$ cat src/phase_angle_rectifier_timing_top_macros.svh
// ----------------------------------------------------------------------------
// Phase-angle rectifier timing: assertion macros
// Shared concurrent assertion forms for the RTL of this block.
// ----------------------------------------------------------------------------
`ifndef PHASE_ANGLE_RECTIFIER_TIMING_TOP_MACROS_SVH
`define PHASE_ANGLE_RECTIFIER_TIMING_TOP_MACROS_SVH

// Same-cycle implication, disabled during reset.
`define PAR_ASSERT_IMPL(label, clk, rst, ante, cons) \
  label: assert property (@(posedge clk) disable iff (rst) (ante) |-> (cons)) \
    else $error("phase rectifier timing: property violated");

// Next-cycle implication, disabled during reset.
`define PAR_ASSERT_NEXT(label, clk, rst, ante, cons) \
  label: assert property (@(posedge clk) disable iff (rst) (ante) |=> (cons)) \
    else $error("phase rectifier timing: property violated");

`endif

$ cat src/par_pkg.sv
// ----------------------------------------------------------------------------
// Phase-angle rectifier timing: package
// Register indexes, widths, constants and the per-tick control record.
// ----------------------------------------------------------------------------
package par_pkg;

  localparam int unsigned GLITCH_TICKS = 100;

  localparam logic [23:0] TIMEOUT_RESET = 24'd1000000;

  // One half turn in 1/16 degree; 2880 = 64 * 45.
  localparam logic [11:0] HALF_TURN = 12'd2880;

  // ceil(2^31 / 45): exact quotient for 25-bit dividends.
  localparam logic [25:0] RECIP_HALF = 26'd47721859;

  // ceil(2^24 / 45): exact quotient for 18-bit dividends.
  localparam logic [18:0] RECIP_REM = 19'd372828;

  typedef logic [2:0]  cfg_idx_t;
  typedef logic [31:0] cfg_data_t;
  typedef logic [31:0] tick_t;
  typedef logic [11:0] angle_t;
  typedef logic [23:0] timeout_t;

  localparam cfg_idx_t REG_SYSTEM_ENABLE = 3'd0;
  localparam cfg_idx_t REG_SPEED_ENABLE  = 3'd1;
  localparam cfg_idx_t REG_SPEED_START   = 3'd2;
  localparam cfg_idx_t REG_SPEED_STOP    = 3'd3;
  localparam cfg_idx_t REG_ANGLE_ON      = 3'd4;
  localparam cfg_idx_t REG_ANGLE_OFF     = 3'd5;
  localparam cfg_idx_t REG_TIMEOUT       = 3'd6;

  // What one tick leaves for the back end of the pipeline.
  typedef struct packed {
    tick_t       tick;    // tick count of this item
    logic        sw;      // switching enabled at the start of the tick
    logic        cr;      // control reset during evaluation
    logic        upd;     // rebase the compare points on this tick
    logic        act;     // phase active after the tick
    logic        en;      // switching enabled after the tick
    tick_t       period;  // full period after the tick
    logic [30:0] half;    // half of the accepted interval
  } step_ctl_t;

endpackage

$ cat src/par_if.sv
// ----------------------------------------------------------------------------
// Phase-angle rectifier timing: channel interfaces
// Tick input channel and result output channel, valid/ready handshake.
// ----------------------------------------------------------------------------
interface par_in_if;
  logic valid;
  logic ready;
  logic edge_req;

  modport source (output valid, output edge_req, input ready);
  modport sink   (input valid, input edge_req, output ready);
endinterface

interface par_out_if;
  logic           valid;
  logic           ready;
  logic           gate_drive;
  logic           phase_active;
  logic           outputs_enabled;
  par_pkg::tick_t full_period;

  modport source (output valid, output gate_drive, output phase_active,
                  output outputs_enabled, output full_period, input ready);
  modport sink   (input valid, input gate_drive, input phase_active,
                  input outputs_enabled, input full_period, output ready);
endinterface

$ cat src/par_front.sv
// ----------------------------------------------------------------------------
// Phase-angle rectifier timing: front end
// Configuration registers, tick counter, edge timing, timeout and speed
// hysteresis; produces the control record of each accepted tick.
// ----------------------------------------------------------------------------
`include "phase_angle_rectifier_timing_top_macros.svh"

module par_front (
  input  logic                 clk,
  input  logic                 rst,
  input  logic                 cfg_write,
  input  par_pkg::cfg_idx_t    cfg_index,
  input  par_pkg::cfg_data_t   cfg_data,
  input  logic                 step,
  input  logic                 edge_req,
  output par_pkg::step_ctl_t   ctl,
  output par_pkg::angle_t      angle_on,
  output par_pkg::angle_t      angle_off
);
  import par_pkg::*;

  logic     system_enable;
  logic     speed_enable;
  tick_t    speed_start;
  tick_t    speed_stop;
  timeout_t timeout_ticks;

  tick_t    tick_count;
  tick_t    last_edge;
  tick_t    period;
  logic     armed;
  timeout_t timeout_left;
  logic     active;
  logic     sw;

  tick_t    last_edge_next;
  tick_t    period_next;
  logic     armed_next;
  timeout_t timeout_left_next;
  logic     active_next;
  logic     sw_next;
  logic     cr;
  logic     upd;
  tick_t    delta;
  logic     accept_edge;
  logic [30:0] half_eval;

  assign delta       = tick_count - last_edge;
  assign accept_edge = edge_req && armed && (delta > tick_t'(GLITCH_TICKS));

  always_comb begin
    timeout_left_next = (timeout_left != '0) ? timeout_left - 24'd1 : '0;
    armed_next        = armed;
    last_edge_next    = last_edge;
    period_next       = period;
    active_next       = active;
    sw_next           = sw;
    cr                = 1'b0;
    upd               = 1'b0;

    if (edge_req) begin
      timeout_left_next = timeout_ticks;
      if (!armed) begin
        armed_next = 1'b1;
      end
    end
    if (accept_edge) begin
      last_edge_next = tick_count;
      period_next    = delta;
      upd            = active && sw;
    end

    half_eval = period_next[31:1];
    if (system_enable) begin
      if (timeout_left_next == '0) begin
        active_next = 1'b0;
      end else begin
        if (speed_enable) begin
          if (speed_stop < {1'b0, half_eval}) begin
            active_next = 1'b0;
          end else if (speed_start > {1'b0, half_eval}) begin
            active_next = 1'b1;
          end
        end else begin
          active_next = 1'b1;
        end
        // Switching follows the active decision through a control reset.
        if (active_next != sw) begin
          cr                = 1'b1;
          sw_next           = active_next;
          armed_next        = 1'b0;
          active_next       = 1'b0;
          timeout_left_next = '0;
        end
      end
    end
  end

  always_comb begin
    ctl.tick   = tick_count;
    ctl.sw     = sw;
    ctl.cr     = cr;
    ctl.upd    = upd;
    ctl.act    = active_next;
    ctl.en     = sw_next;
    ctl.period = period_next;
    ctl.half   = delta[31:1];
  end

  always_ff @(posedge clk) begin
    if (rst) begin
      system_enable <= 1'b0;
      speed_enable  <= 1'b0;
      speed_start   <= '0;
      speed_stop    <= '0;
      angle_on      <= '0;
      angle_off     <= '0;
      timeout_ticks <= TIMEOUT_RESET;
      tick_count    <= '0;
      last_edge     <= '0;
      period        <= '0;
      armed         <= 1'b0;
      timeout_left  <= '0;
      active        <= 1'b0;
      sw            <= 1'b0;
    end else begin
      if (step) begin
        tick_count   <= tick_count + 32'd1;
        last_edge    <= last_edge_next;
        period       <= period_next;
        armed        <= armed_next;
        timeout_left <= timeout_left_next;
        active       <= active_next;
        sw           <= sw_next;
      end
      if (cfg_write) begin
        unique case (cfg_index)
          REG_SYSTEM_ENABLE: begin
            system_enable <= cfg_data[0];
            armed         <= 1'b0;
            active        <= 1'b0;
            timeout_left  <= '0;
            sw            <= cfg_data[0];
          end
          REG_SPEED_ENABLE: speed_enable  <= cfg_data[0];
          REG_SPEED_START:  speed_start   <= cfg_data;
          REG_SPEED_STOP:   speed_stop    <= cfg_data;
          REG_ANGLE_ON:     angle_on      <= cfg_data[11:0];
          REG_ANGLE_OFF:    angle_off     <= cfg_data[11:0];
          REG_TIMEOUT:      timeout_ticks <= cfg_data[23:0];
          default: ;
        endcase
      end
    end
  end

  `PAR_ASSERT_NEXT(a_period_above_glitch, clk, rst, step && accept_edge, period > tick_t'(GLITCH_TICKS))

endmodule

$ cat src/par_scale.sv
// ----------------------------------------------------------------------------
// Phase-angle rectifier timing: angle scaling pipeline
// Four stages computing floor(angle * half / 2880) for both angles, and the
// tick of the second half period.
// ----------------------------------------------------------------------------
module par_scale (
  input  logic            clk,
  input  logic [5:2]      ld,
  input  par_pkg::tick_t  tick_in,
  input  logic [30:0]     half_in,
  input  par_pkg::angle_t angle_on,
  input  par_pkg::angle_t angle_off,
  output par_pkg::tick_t  on_ofs,
  output par_pkg::tick_t  off_ofs,
  output par_pkg::tick_t  tick_half
);
  import par_pkg::*;

  // half = 2880 * qh + rh, so angle * half / 2880 = angle * qh + angle * rh / 2880.
  logic [50:0] qh_prod;
  logic [19:0] qh2;
  logic [30:0] h2;
  tick_t       t2;

  logic [30:0] rem_full;
  logic [19:0] qh3;
  logic [11:0] rh3;
  tick_t       th3;

  tick_t       pa_on4;
  tick_t       pa_off4;
  logic [23:0] pr_on4;
  logic [23:0] pr_off4;
  tick_t       th4;

  logic [36:0] rq_on;
  logic [36:0] rq_off;

  assign qh_prod  = {26'd0, half_in[30:6]} * {25'd0, RECIP_HALF};
  assign rem_full = h2 - ({11'd0, qh2} * 31'(HALF_TURN));
  assign rq_on    = {19'd0, pr_on4[23:6]} * {18'd0, RECIP_REM};
  assign rq_off   = {19'd0, pr_off4[23:6]} * {18'd0, RECIP_REM};

  always_ff @(posedge clk) begin
    if (ld[2]) begin
      qh2 <= qh_prod[50:31];
      h2  <= half_in;
      t2  <= tick_in;
    end
    if (ld[3]) begin
      qh3 <= qh2;
      rh3 <= rem_full[11:0];
      th3 <= t2 + {1'b0, h2};
    end
    if (ld[4]) begin
      pa_on4  <= {20'd0, angle_on} * {12'd0, qh3};
      pa_off4 <= {20'd0, angle_off} * {12'd0, qh3};
      pr_on4  <= {12'd0, angle_on} * {12'd0, rh3};
      pr_off4 <= {12'd0, angle_off} * {12'd0, rh3};
      th4     <= th3;
    end
    if (ld[5]) begin
      on_ofs    <= pa_on4 + {20'd0, rq_on[35:24]};
      off_ofs   <= pa_off4 + {20'd0, rq_off[35:24]};
      tick_half <= th4;
    end
  end

endmodule

$ cat src/phase_angle_rectifier_timing_top.sv
// ----------------------------------------------------------------------------
// Phase-angle rectifier timing: top level
// Times rectifier gate switching from sensor edges, one timer tick per item.
// ----------------------------------------------------------------------------
//
//   channel  dir  payload                                          handshake
//   tick     in   edge_req                                         valid/ready
//   result   out  gate_drive, phase_active, outputs_enabled,       valid/ready
//                 full_period[31:0]
//   cfg      in   cfg_index[2:0], cfg_data[31:0]                   cfg_write
//
// One tick is taken every clock cycle while the output side keeps up; a
// result passes the front, scaling and output registers. The depth is set
// by the angle scaling chain (two reciprocal multiplies and two angle
// multiplies) that must land the new compare points before the next tick
// reaches the compare stage. rst is synchronous and active high; it clears
// the tick counter, all timing state, the compare points and the pipeline.
// Every stage has its own valid bit, so ticks keep entering while a result
// waits, until the pipeline fills.
`include "phase_angle_rectifier_timing_top_macros.svh"

module phase_angle_rectifier_timing_top (
  input  logic               clk,
  input  logic               rst,
  par_in_if.sink             tick,
  par_out_if.source          result,
  input  logic               cfg_write,
  input  par_pkg::cfg_idx_t  cfg_index,
  input  par_pkg::cfg_data_t cfg_data
);
  import par_pkg::*;

  localparam int STAGES = 6;

  logic [STAGES:1] v;
  logic [STAGES:1] ld;
  logic            accept;
  logic            xfer;

  step_ctl_t front_ctl;
  step_ctl_t pipe [1:STAGES-1];

  angle_t angle_on;
  angle_t angle_off;
  tick_t  on_ofs;
  tick_t  off_ofs;
  tick_t  tick_half;

  // Gate state and the four compare points live at the compare stage.
  logic  gate_level;
  logic  gate_next;
  tick_t points [4];
  tick_t points_new [4];

  logic  out_gate;
  logic  out_active;
  logic  out_enabled;
  tick_t out_period;

  // Load a stage when it is empty or its item moves on.
  always_comb begin
    ld[STAGES] = !v[STAGES] || result.ready;
    for (int k = STAGES - 1; k >= 1; k--) begin
      ld[k] = !v[k] || ld[k+1];
    end
  end

  assign tick.ready = ld[1];
  assign accept     = tick.valid && ld[1];
  assign xfer       = ld[STAGES] && v[STAGES-1];

  par_front u_front (
    .clk       (clk),
    .rst       (rst),
    .cfg_write (cfg_write),
    .cfg_index (cfg_index),
    .cfg_data  (cfg_data),
    .step      (accept),
    .edge_req  (tick.edge_req),
    .ctl       (front_ctl),
    .angle_on  (angle_on),
    .angle_off (angle_off)
  );

  par_scale u_scale (
    .clk       (clk),
    .ld        (ld[5:2]),
    .tick_in   (pipe[1].tick),
    .half_in   (pipe[1].half),
    .angle_on  (angle_on),
    .angle_off (angle_off),
    .on_ofs    (on_ofs),
    .off_ofs   (off_ofs),
    .tick_half (tick_half)
  );

  // Advance valid bits; a bubble moves like an item.
  always_ff @(posedge clk) begin
    if (rst) begin
      v <= '0;
    end else begin
      if (ld[1]) begin
        v[1] <= accept;
      end
      for (int k = 2; k <= STAGES; k++) begin
        if (ld[k]) begin
          v[k] <= v[k-1];
        end
      end
    end
  end

  // Carry each tick's control record alongside the scaling chain.
  always_ff @(posedge clk) begin
    if (ld[1]) begin
      pipe[1] <= front_ctl;
    end
    for (int k = 2; k <= STAGES - 1; k++) begin
      if (ld[k]) begin
        pipe[k] <= pipe[k-1];
      end
    end
  end

  // Compare first, with the points in place before this tick; a control
  // reset of the same tick then drops the gate.
  always_comb begin
    gate_next = gate_level;
    if (pipe[STAGES-1].sw) begin
      for (int k = 0; k < 4; k++) begin
        if (points[k] == pipe[STAGES-1].tick) begin
          gate_next = ~k[0];
        end
      end
    end
    if (pipe[STAGES-1].cr) begin
      gate_next = 1'b0;
    end
  end

  // Rebase the points on the edge tick: on/off, then a half period later.
  always_comb begin
    points_new[0] = pipe[STAGES-1].tick + on_ofs;
    points_new[1] = pipe[STAGES-1].tick + off_ofs;
    points_new[2] = tick_half + on_ofs;
    points_new[3] = tick_half + off_ofs;
  end

  always_ff @(posedge clk) begin
    if (rst) begin
      gate_level <= 1'b0;
      points     <= '{default: '0};
    end else begin
      if (xfer) begin
        gate_level <= gate_next;
        if (pipe[STAGES-1].upd) begin
          points <= points_new;
        end
      end
      // A write of the enable register is a control reset: drop the gate.
      if (cfg_write && (cfg_index == REG_SYSTEM_ENABLE)) begin
        gate_level <= 1'b0;
      end
    end
  end

  // Output register: hold the result until it is taken.
  always_ff @(posedge clk) begin
    if (ld[STAGES]) begin
      out_gate    <= gate_next;
      out_active  <= pipe[STAGES-1].act;
      out_enabled <= pipe[STAGES-1].en;
      out_period  <= pipe[STAGES-1].period;
    end
  end

  assign result.valid           = v[STAGES];
  assign result.gate_drive      = out_gate;
  assign result.phase_active    = out_active;
  assign result.outputs_enabled = out_enabled;
  assign result.full_period     = out_period;

  `PAR_ASSERT_IMPL(a_active_needs_switching, clk, rst, result.valid && result.phase_active, result.outputs_enabled)
  `PAR_ASSERT_NEXT(a_gate_moves_on_transfer, clk, rst, !xfer && !cfg_write, $stable(gate_level))
  `PAR_ASSERT_IMPL(a_reset_tick_inactive, clk, rst, v[1] && pipe[1].cr, !pipe[1].act)

endmodule
$ cat src/flat_wrapper.sv
// flat-port wrapper written by rule: the top's interface ports become plain ports
module phase_angle_rectifier_timing_top_flat import par_pkg::*;
  (clk, rst, cfg_write, cfg_index, cfg_data, tick_valid, tick_edge_req, tick_ready, result_valid, result_gate_drive, result_phase_active, result_outputs_enabled, result_full_period, result_ready);
  par_in_if tick_i ();
  par_out_if result_i ();
  input  logic clk;
  input  logic rst;
  input  logic cfg_write;
  input  par_pkg::cfg_idx_t cfg_index;
  input  par_pkg::cfg_data_t cfg_data;
  input wire logic [$bits(tick_i.valid)-1:0] tick_valid;
  input wire logic [$bits(tick_i.edge_req)-1:0] tick_edge_req;
  output wire logic [$bits(tick_i.ready)-1:0] tick_ready;
  output wire logic [$bits(result_i.valid)-1:0] result_valid;
  output wire logic [$bits(result_i.gate_drive)-1:0] result_gate_drive;
  output wire logic [$bits(result_i.phase_active)-1:0] result_phase_active;
  output wire logic [$bits(result_i.outputs_enabled)-1:0] result_outputs_enabled;
  output wire logic [$bits(result_i.full_period)-1:0] result_full_period;
  input wire logic [$bits(result_i.ready)-1:0] result_ready;
  assign tick_i.valid = tick_valid;
  assign tick_i.edge_req = tick_edge_req;
  assign tick_ready = tick_i.ready;
  assign result_valid = result_i.valid;
  assign result_gate_drive = result_i.gate_drive;
  assign result_phase_active = result_i.phase_active;
  assign result_outputs_enabled = result_i.outputs_enabled;
  assign result_full_period = result_i.full_period;
  assign result_i.ready = result_ready;
  phase_angle_rectifier_timing_top u_core (.clk(clk), .rst(rst), .tick(tick_i), .result(result_i), .cfg_write(cfg_write), .cfg_index(cfg_index), .cfg_data(cfg_data));
endmodule
$ cat config.mk
export PLATFORM = sky130hd
export DESIGN_NAME = phase_angle_rectifier_timing_top_flat
export DESIGN_NICKNAME = d
export VERILOG_FILES = /design/src/par_pkg.sv /design/src/par_if.sv /design/src/par_front.sv /design/src/par_scale.sv /design/src/phase_angle_rectifier_timing_top.sv /design/src/flat_wrapper.sv
export VERILOG_INCLUDE_DIRS = /design/src /design/src/src
export SDC_FILE = /design/constraint.sdc
export NUM_CORES = 2
export LEC_CHECK = 0
export BUFFER_PORTS_ARGS = -buffer_cell sky130_fd_sc_hd__buf_2
export CORE_ASPECT_RATIO = 0.6
export CORE_MARGIN = 5
export CORE_UTILIZATION = 45
export CTS_CLUSTER_SIZE = 40
export DETAILED_ROUTE_END_ITERATION = 10
export SYNTH_ARGS = -nofsm -noshare
export SYNTH_HDL_FRONTEND = slang
export SYNTH_SLANG_ARGS = --single-unit
$ cat constraint.sdc
create_clock -name clk -period 7.52 [get_ports clk]
set_input_delay 1.504 -clock clk [delete_from_list [all_inputs] [get_ports clk]]
set_output_delay 1.504 -clock clk [all_outputs]
set_load 0.1 [all_outputs]
==> results.json <==
{
  "cts_made_buffers": 108,
  "grt_use_total_pct": 25.2,
  "fin_nets": 11400,
  "initial_core_util_pct": 45.2,
  "root_buffer": "clkbuf_16",
  "grt_pass1_wl_um": 410000,
  "r2r-start": "u_core.u_scale.pr_on4[9]$_DFFE_PP_",
  "drive_gt1_share_pct": 9.86,
  "synth-edff-count": 754,
  "worstSetupPathType": "reg -> reg",
  "end_kind": "register",
  "h-tree-depth": 3,
  "p_total_mw": 19.8,
  "drt_iter0_drc": 6854,
  "synthToLayoutAreaGrowth_pct": 12.1,
  "ys_seq_area_share_pct": 32.8,
  "routabilityCongestion": 0.950,
  "synth-seq-cells": 1126,
  "core_sq_um": 203000,
  "route.detailed.drc": 0,
  "critPathLaunchType": "register",
  "clock_latency_ps": 750,
  "fill_cells": 18400,
  "die_w_um": 593,
  "reg2reg_setup_slack_ps": 7,
  "syn_nets": 11000,
  "io_buffers": 77,
  "setup_violations": 0,
  "fin_skew_ps": 52.9,
  "slowest_stage": "fa_1",
  "min_path_type": "reg -> reg",
  "slew_violations": 0,
  "stdcell_count": 12200,
  "grt.overflow.total": 0,
  "clockBufferDepth": 3,
  "viasPerCell": 5.44,
  "critPathArrivalTime_ps": 7980,
  "dp.cells": 11900,
  "cap_violations": 0,
  "required_ps": 7990,
  "cts.clk_slew.worst_paths_ps": 60,
  "die_area_sq_um": 213000,
  "finalCritPeriodShare_pct": 99.9,
  "numClockSinks": 1126,
  "synth_area_per_cell_sq_um": 10.2,
  "drtPass1Iterations": 8,
  "status": "completed",
  "synthCells": 8969,
  "reg2reg_depth": 34,
  "avgRoutedWirePerCell_um": 22.1,
  "max_stage_delay_ps": 510,
  "hold_depth": 0,
  "yosysWarningCount": 0,
  "p_per_area_nw_per_um2": 193,
  "ant_nets": 0,
  "routed_wl_um": 270000,
  "worstReg2RegEnd": "u_core.u_scale.on_ofs[30]$_DFFE_PP_",
  "antenna_found_initial": 23,
  "grt_max_degree": 134,
  "chipHeight_um": 360,
  "ios": 78,
  "ys_types": 85,
  "ir_worst_vdd_v": 0.000162,
  "post-dp-hpwl_um": 220000,
  "tritoncts": "built",
  "grt_pass1_vias": 65400,
  "std_cell_rows": 128,
  "hp-start": "u_core.pipe[0][486]$_DFFE_PP_",
  "crit_start": "u_core.u_scale.pr_on4[9]$_DFFE_PP_",
  "syn_area_sq_um": 91700,
  "layout_min_cycle_time_ps": 7510,
  "relSlewSlack_pct": 23.5,
  "path_max_fanout": 5,
  "p_leak_nw": 49.1,
  "vias": 66200,
  "fmax_mhz": 133,
  "final-hold-violation-count": 0,
  "tightest_slew_ps": 1140,
  "synthArstFlopShare_pct": 0,
  "rsz0062_at_grt": "true",
  "whs_endpoint": "u_core.pipe[0][586]$_DFFE_PP_",
  "synth-main-ff-cell": "edfxtp_1"
}
how the worst max path moves through the flow:
stage | endpoint | slack, ps | cells past startpoint
2_1_floorplan | u_core.u_scale.on_ofs[28]$_DFFE_PP_ | 360 | 28
3_3_place_gp | u_core.u_scale.on_ofs[25]$_DFFE_PP_ | -280 | 29
3_5_place_dp | u_core.u_scale.on_ofs[29]$_DFFE_PP_ | -360 | 28
4_1_cts | u_core.u_scale.qh2[18]$_DFFE_PP_ | 3 | 27
5_1_grt | u_core.u_scale.qh2[18]$_DFFE_PP_ | -250 | 27
6_report | u_core.u_scale.on_ofs[30]$_DFFE_PP_ | 7 | 34
worst max-delay path: cells and delay by family, from the launching register on:
family	cells	cell delay [ps]
fa+ha+maj	9	3240
compound gates	13	2280
buf+inv	8	860
flops	1	500
xor+xnor	2	230
simple gates	2	130
where the power goes:
group | internal, mW | total (mW) | leakage, nW | switching, mW
sequential | 7.07 | 7.84 | 12.2 | 0.767
combinational | 2.65 | 6.45 | 35.1 | 3.80
clock | 2.99 | 5.56 | 1.74 | 2.57
total | 12.7 | 19.8 | 49.1 | 7.13
Yosys cell counts (10+ instances only):
| cell | number | area [sq um] |
|---|---|---|
| buf_2 | 16 | 80.1 |
| or3_1 | 41 | 257 |
| nand3_1 | 168 | 841 |
| or2_2 | 22 | 138 |
| mux2i_1 | 52 | 521 |
| dfxtp_1 | 372 | 7450 |
| a2111oi_0 | 11 | 96.3 |
| xnor2_1 | 329 | 2880 |
| and2_1 | 284 | 1780 |
| o21ai_0 | 168 | 841 |
| a21oi_1 | 546 | 2730 |
| nor2_1 | 329 | 1230 |
| and4_1 | 14 | 123 |
| a41oi_1 | 10 | 87.6 |
| buf_1 | 16 | 60.1 |
| fa_1 | 930 | 18600 |
| nor2b_1 | 64 | 400 |
| a211oi_1 | 53 | 398 |
| a211o_1 | 14 | 123 |
| o21bai_1 | 39 | 293 |
| edfxtp_1 | 754 | 22600 |
| nor3_1 | 111 | 556 |
| nor4_1 | 38 | 238 |
| ha_1 | 1032 | 12900 |
| o31ai_1 | 22 | 165 |
| o21a_1 | 62 | 465 |
| o31a_1 | 12 | 105 |
| clkbuf_1 | 254 | 953 |
| xor2_1 | 175 | 1530 |
| nand2b_1 | 51 | 319 |
| and3_1 | 39 | 244 |
| nand2_1 | 1161 | 4360 |
| a31oi_1 | 37 | 231 |
| o211ai_1 | 13 | 97.6 |
| a21o_1 | 102 | 766 |
| a21boi_0 | 13 | 97.6 |
| nand4_1 | 77 | 482 |
| inv_1 | 1380 | 5180 |
per-stage QoR:
stage	TNS [ps]	instance area, sq um	util (%)	setup WS (ps)	hold WS, ps
after floorplan	0	91700	-	357	400
after global placement	-6090	97900	48.3	-277	400
after detailed placement	-7860	97900	48.3	-358	405
after CTS	0	102000	50.3	2.64	395
after global routing	-5210	103000	50.7	-248	394
final	0	103000	50.7	6.60	414
kinds of logic after synthesis:
kind of cell    Yosys count  synth area share (%)
compound gates         1198                  8.05
flops                  1126                  32.8
fa+ha+maj              1962                  34.4
buf+inv                1672                  6.90
xor+xnor                504                  4.81
simple gates           2451                  12.4
mux                      56                 0.617
area by class of cell:
type | count | area (sq um) | area share (%)
Multi-Input combinational cell | 6171 | 56300 | 54.7
Sequential cell | 1126 | 30100 | 29.3
Inverter | 1382 | 5200 | 5.06
Timing Repair Buffer | 562 | 4230 | 4.11
Tap cell | 2730 | 3420 | 3.32
Clock buffer | 142 | 2920 | 2.84
Clock inverter | 63 | 677 | 0.658
Antenna cell | 6 | 15.0 | 0.0146
timing repair:
| action | in CTS | in global routing |
|---|---|---|
| pin swaps | 36 | 113 |
| buffers inserted | 17 | 28 |
| hold buffers | 0 | 0 |
| endpoints found under the hold margin | 0 | 0 |
| resized for setup | 53 | 154 |
| setup endpoints to repair | 53 | 80 |
placed cells by master (no fill, tap or decap), types with 15 or more instances in the layout:
| cell | synthesis | final |
|---|---|---|
| buf_2 | 16 | 76 |
| a21oi_1 | 546 | 528 |
| or3_1 | 41 | 38 |
| nor2_1 | 329 | 313 |
| a31oi_1 | 37 | 34 |
| clkbuf_16 | 0 | 108 |
| buf_6 | 4 | 18 |
| and2_1 | 284 | 283 |
| o21bai_1 | 39 | 38 |
| ha_4 | 0 | 16 |
| a21o_1 | 102 | 101 |
| nand2_1 | 1161 | 1155 |
| o21ai_0 | 168 | 154 |
| a211oi_1 | 53 | 47 |
| nand4_1 | 77 | 77 |
| nor4_1 | 38 | 34 |
| dfxtp_1 | 372 | 371 |
| ha_1 | 1032 | 1006 |
| nor3_1 | 111 | 101 |
| clkbuf_1 | 254 | 25 |
| clkinv_2 | 0 | 22 |
| and3_1 | 39 | 38 |
| nand2b_1 | 51 | 51 |
| buf_4 | 0 | 457 |
| a21oi_2 | 0 | 15 |
| mux2i_1 | 52 | 49 |
| fa_1 | 930 | 926 |
| edfxtp_1 | 754 | 754 |
| or2_2 | 22 | 22 |
| o31ai_1 | 22 | 22 |
| xnor2_1 | 329 | 321 |
| nor2b_1 | 64 | 60 |
| o21a_1 | 62 | 60 |
| inv_1 | 1380 | 1365 |
| xor2_1 | 175 | 175 |
| nand3_1 | 168 | 162 |
registers in the layout (all words and copies together) (netlist names), 20 cells and up:
register	count
u_core.result.full_period	32
u_core.u_front.period	32
u_core.u_scale.pa_on4	32
u_core.u_scale.pa_off4	32
u_core.u_front.speed_stop	32
u_core.u_scale.qh3	20
u_core.u_front.timeout_ticks	24
u_core.u_scale.off_ofs	32
u_core.u_scale.th4	32
u_core.u_scale.th3	32
u_core.u_front.tick_count	32
u_core.u_scale.h2	30
u_core.u_front.last_edge	32
u_core.u_scale.t2	31
u_core.u_front.timeout_left	24
u_core.u_front.speed_start	32
u_core.pipe	346
u_core.u_scale.tick_half	32
u_core.points	128
u_core.u_scale.qh2	20
u_core.u_scale.on_ofs	32
metal layers:
metal | global-route usage (%) | share of wire (%)
met3 | 7.19 | 11
met5 | 0 | 0.022
met4 | 3.77 | 1.4
met2 | 31.2 | 36
met1 | 42.6 | 51
No activity file was read; power rests on OpenSTA's default activity.
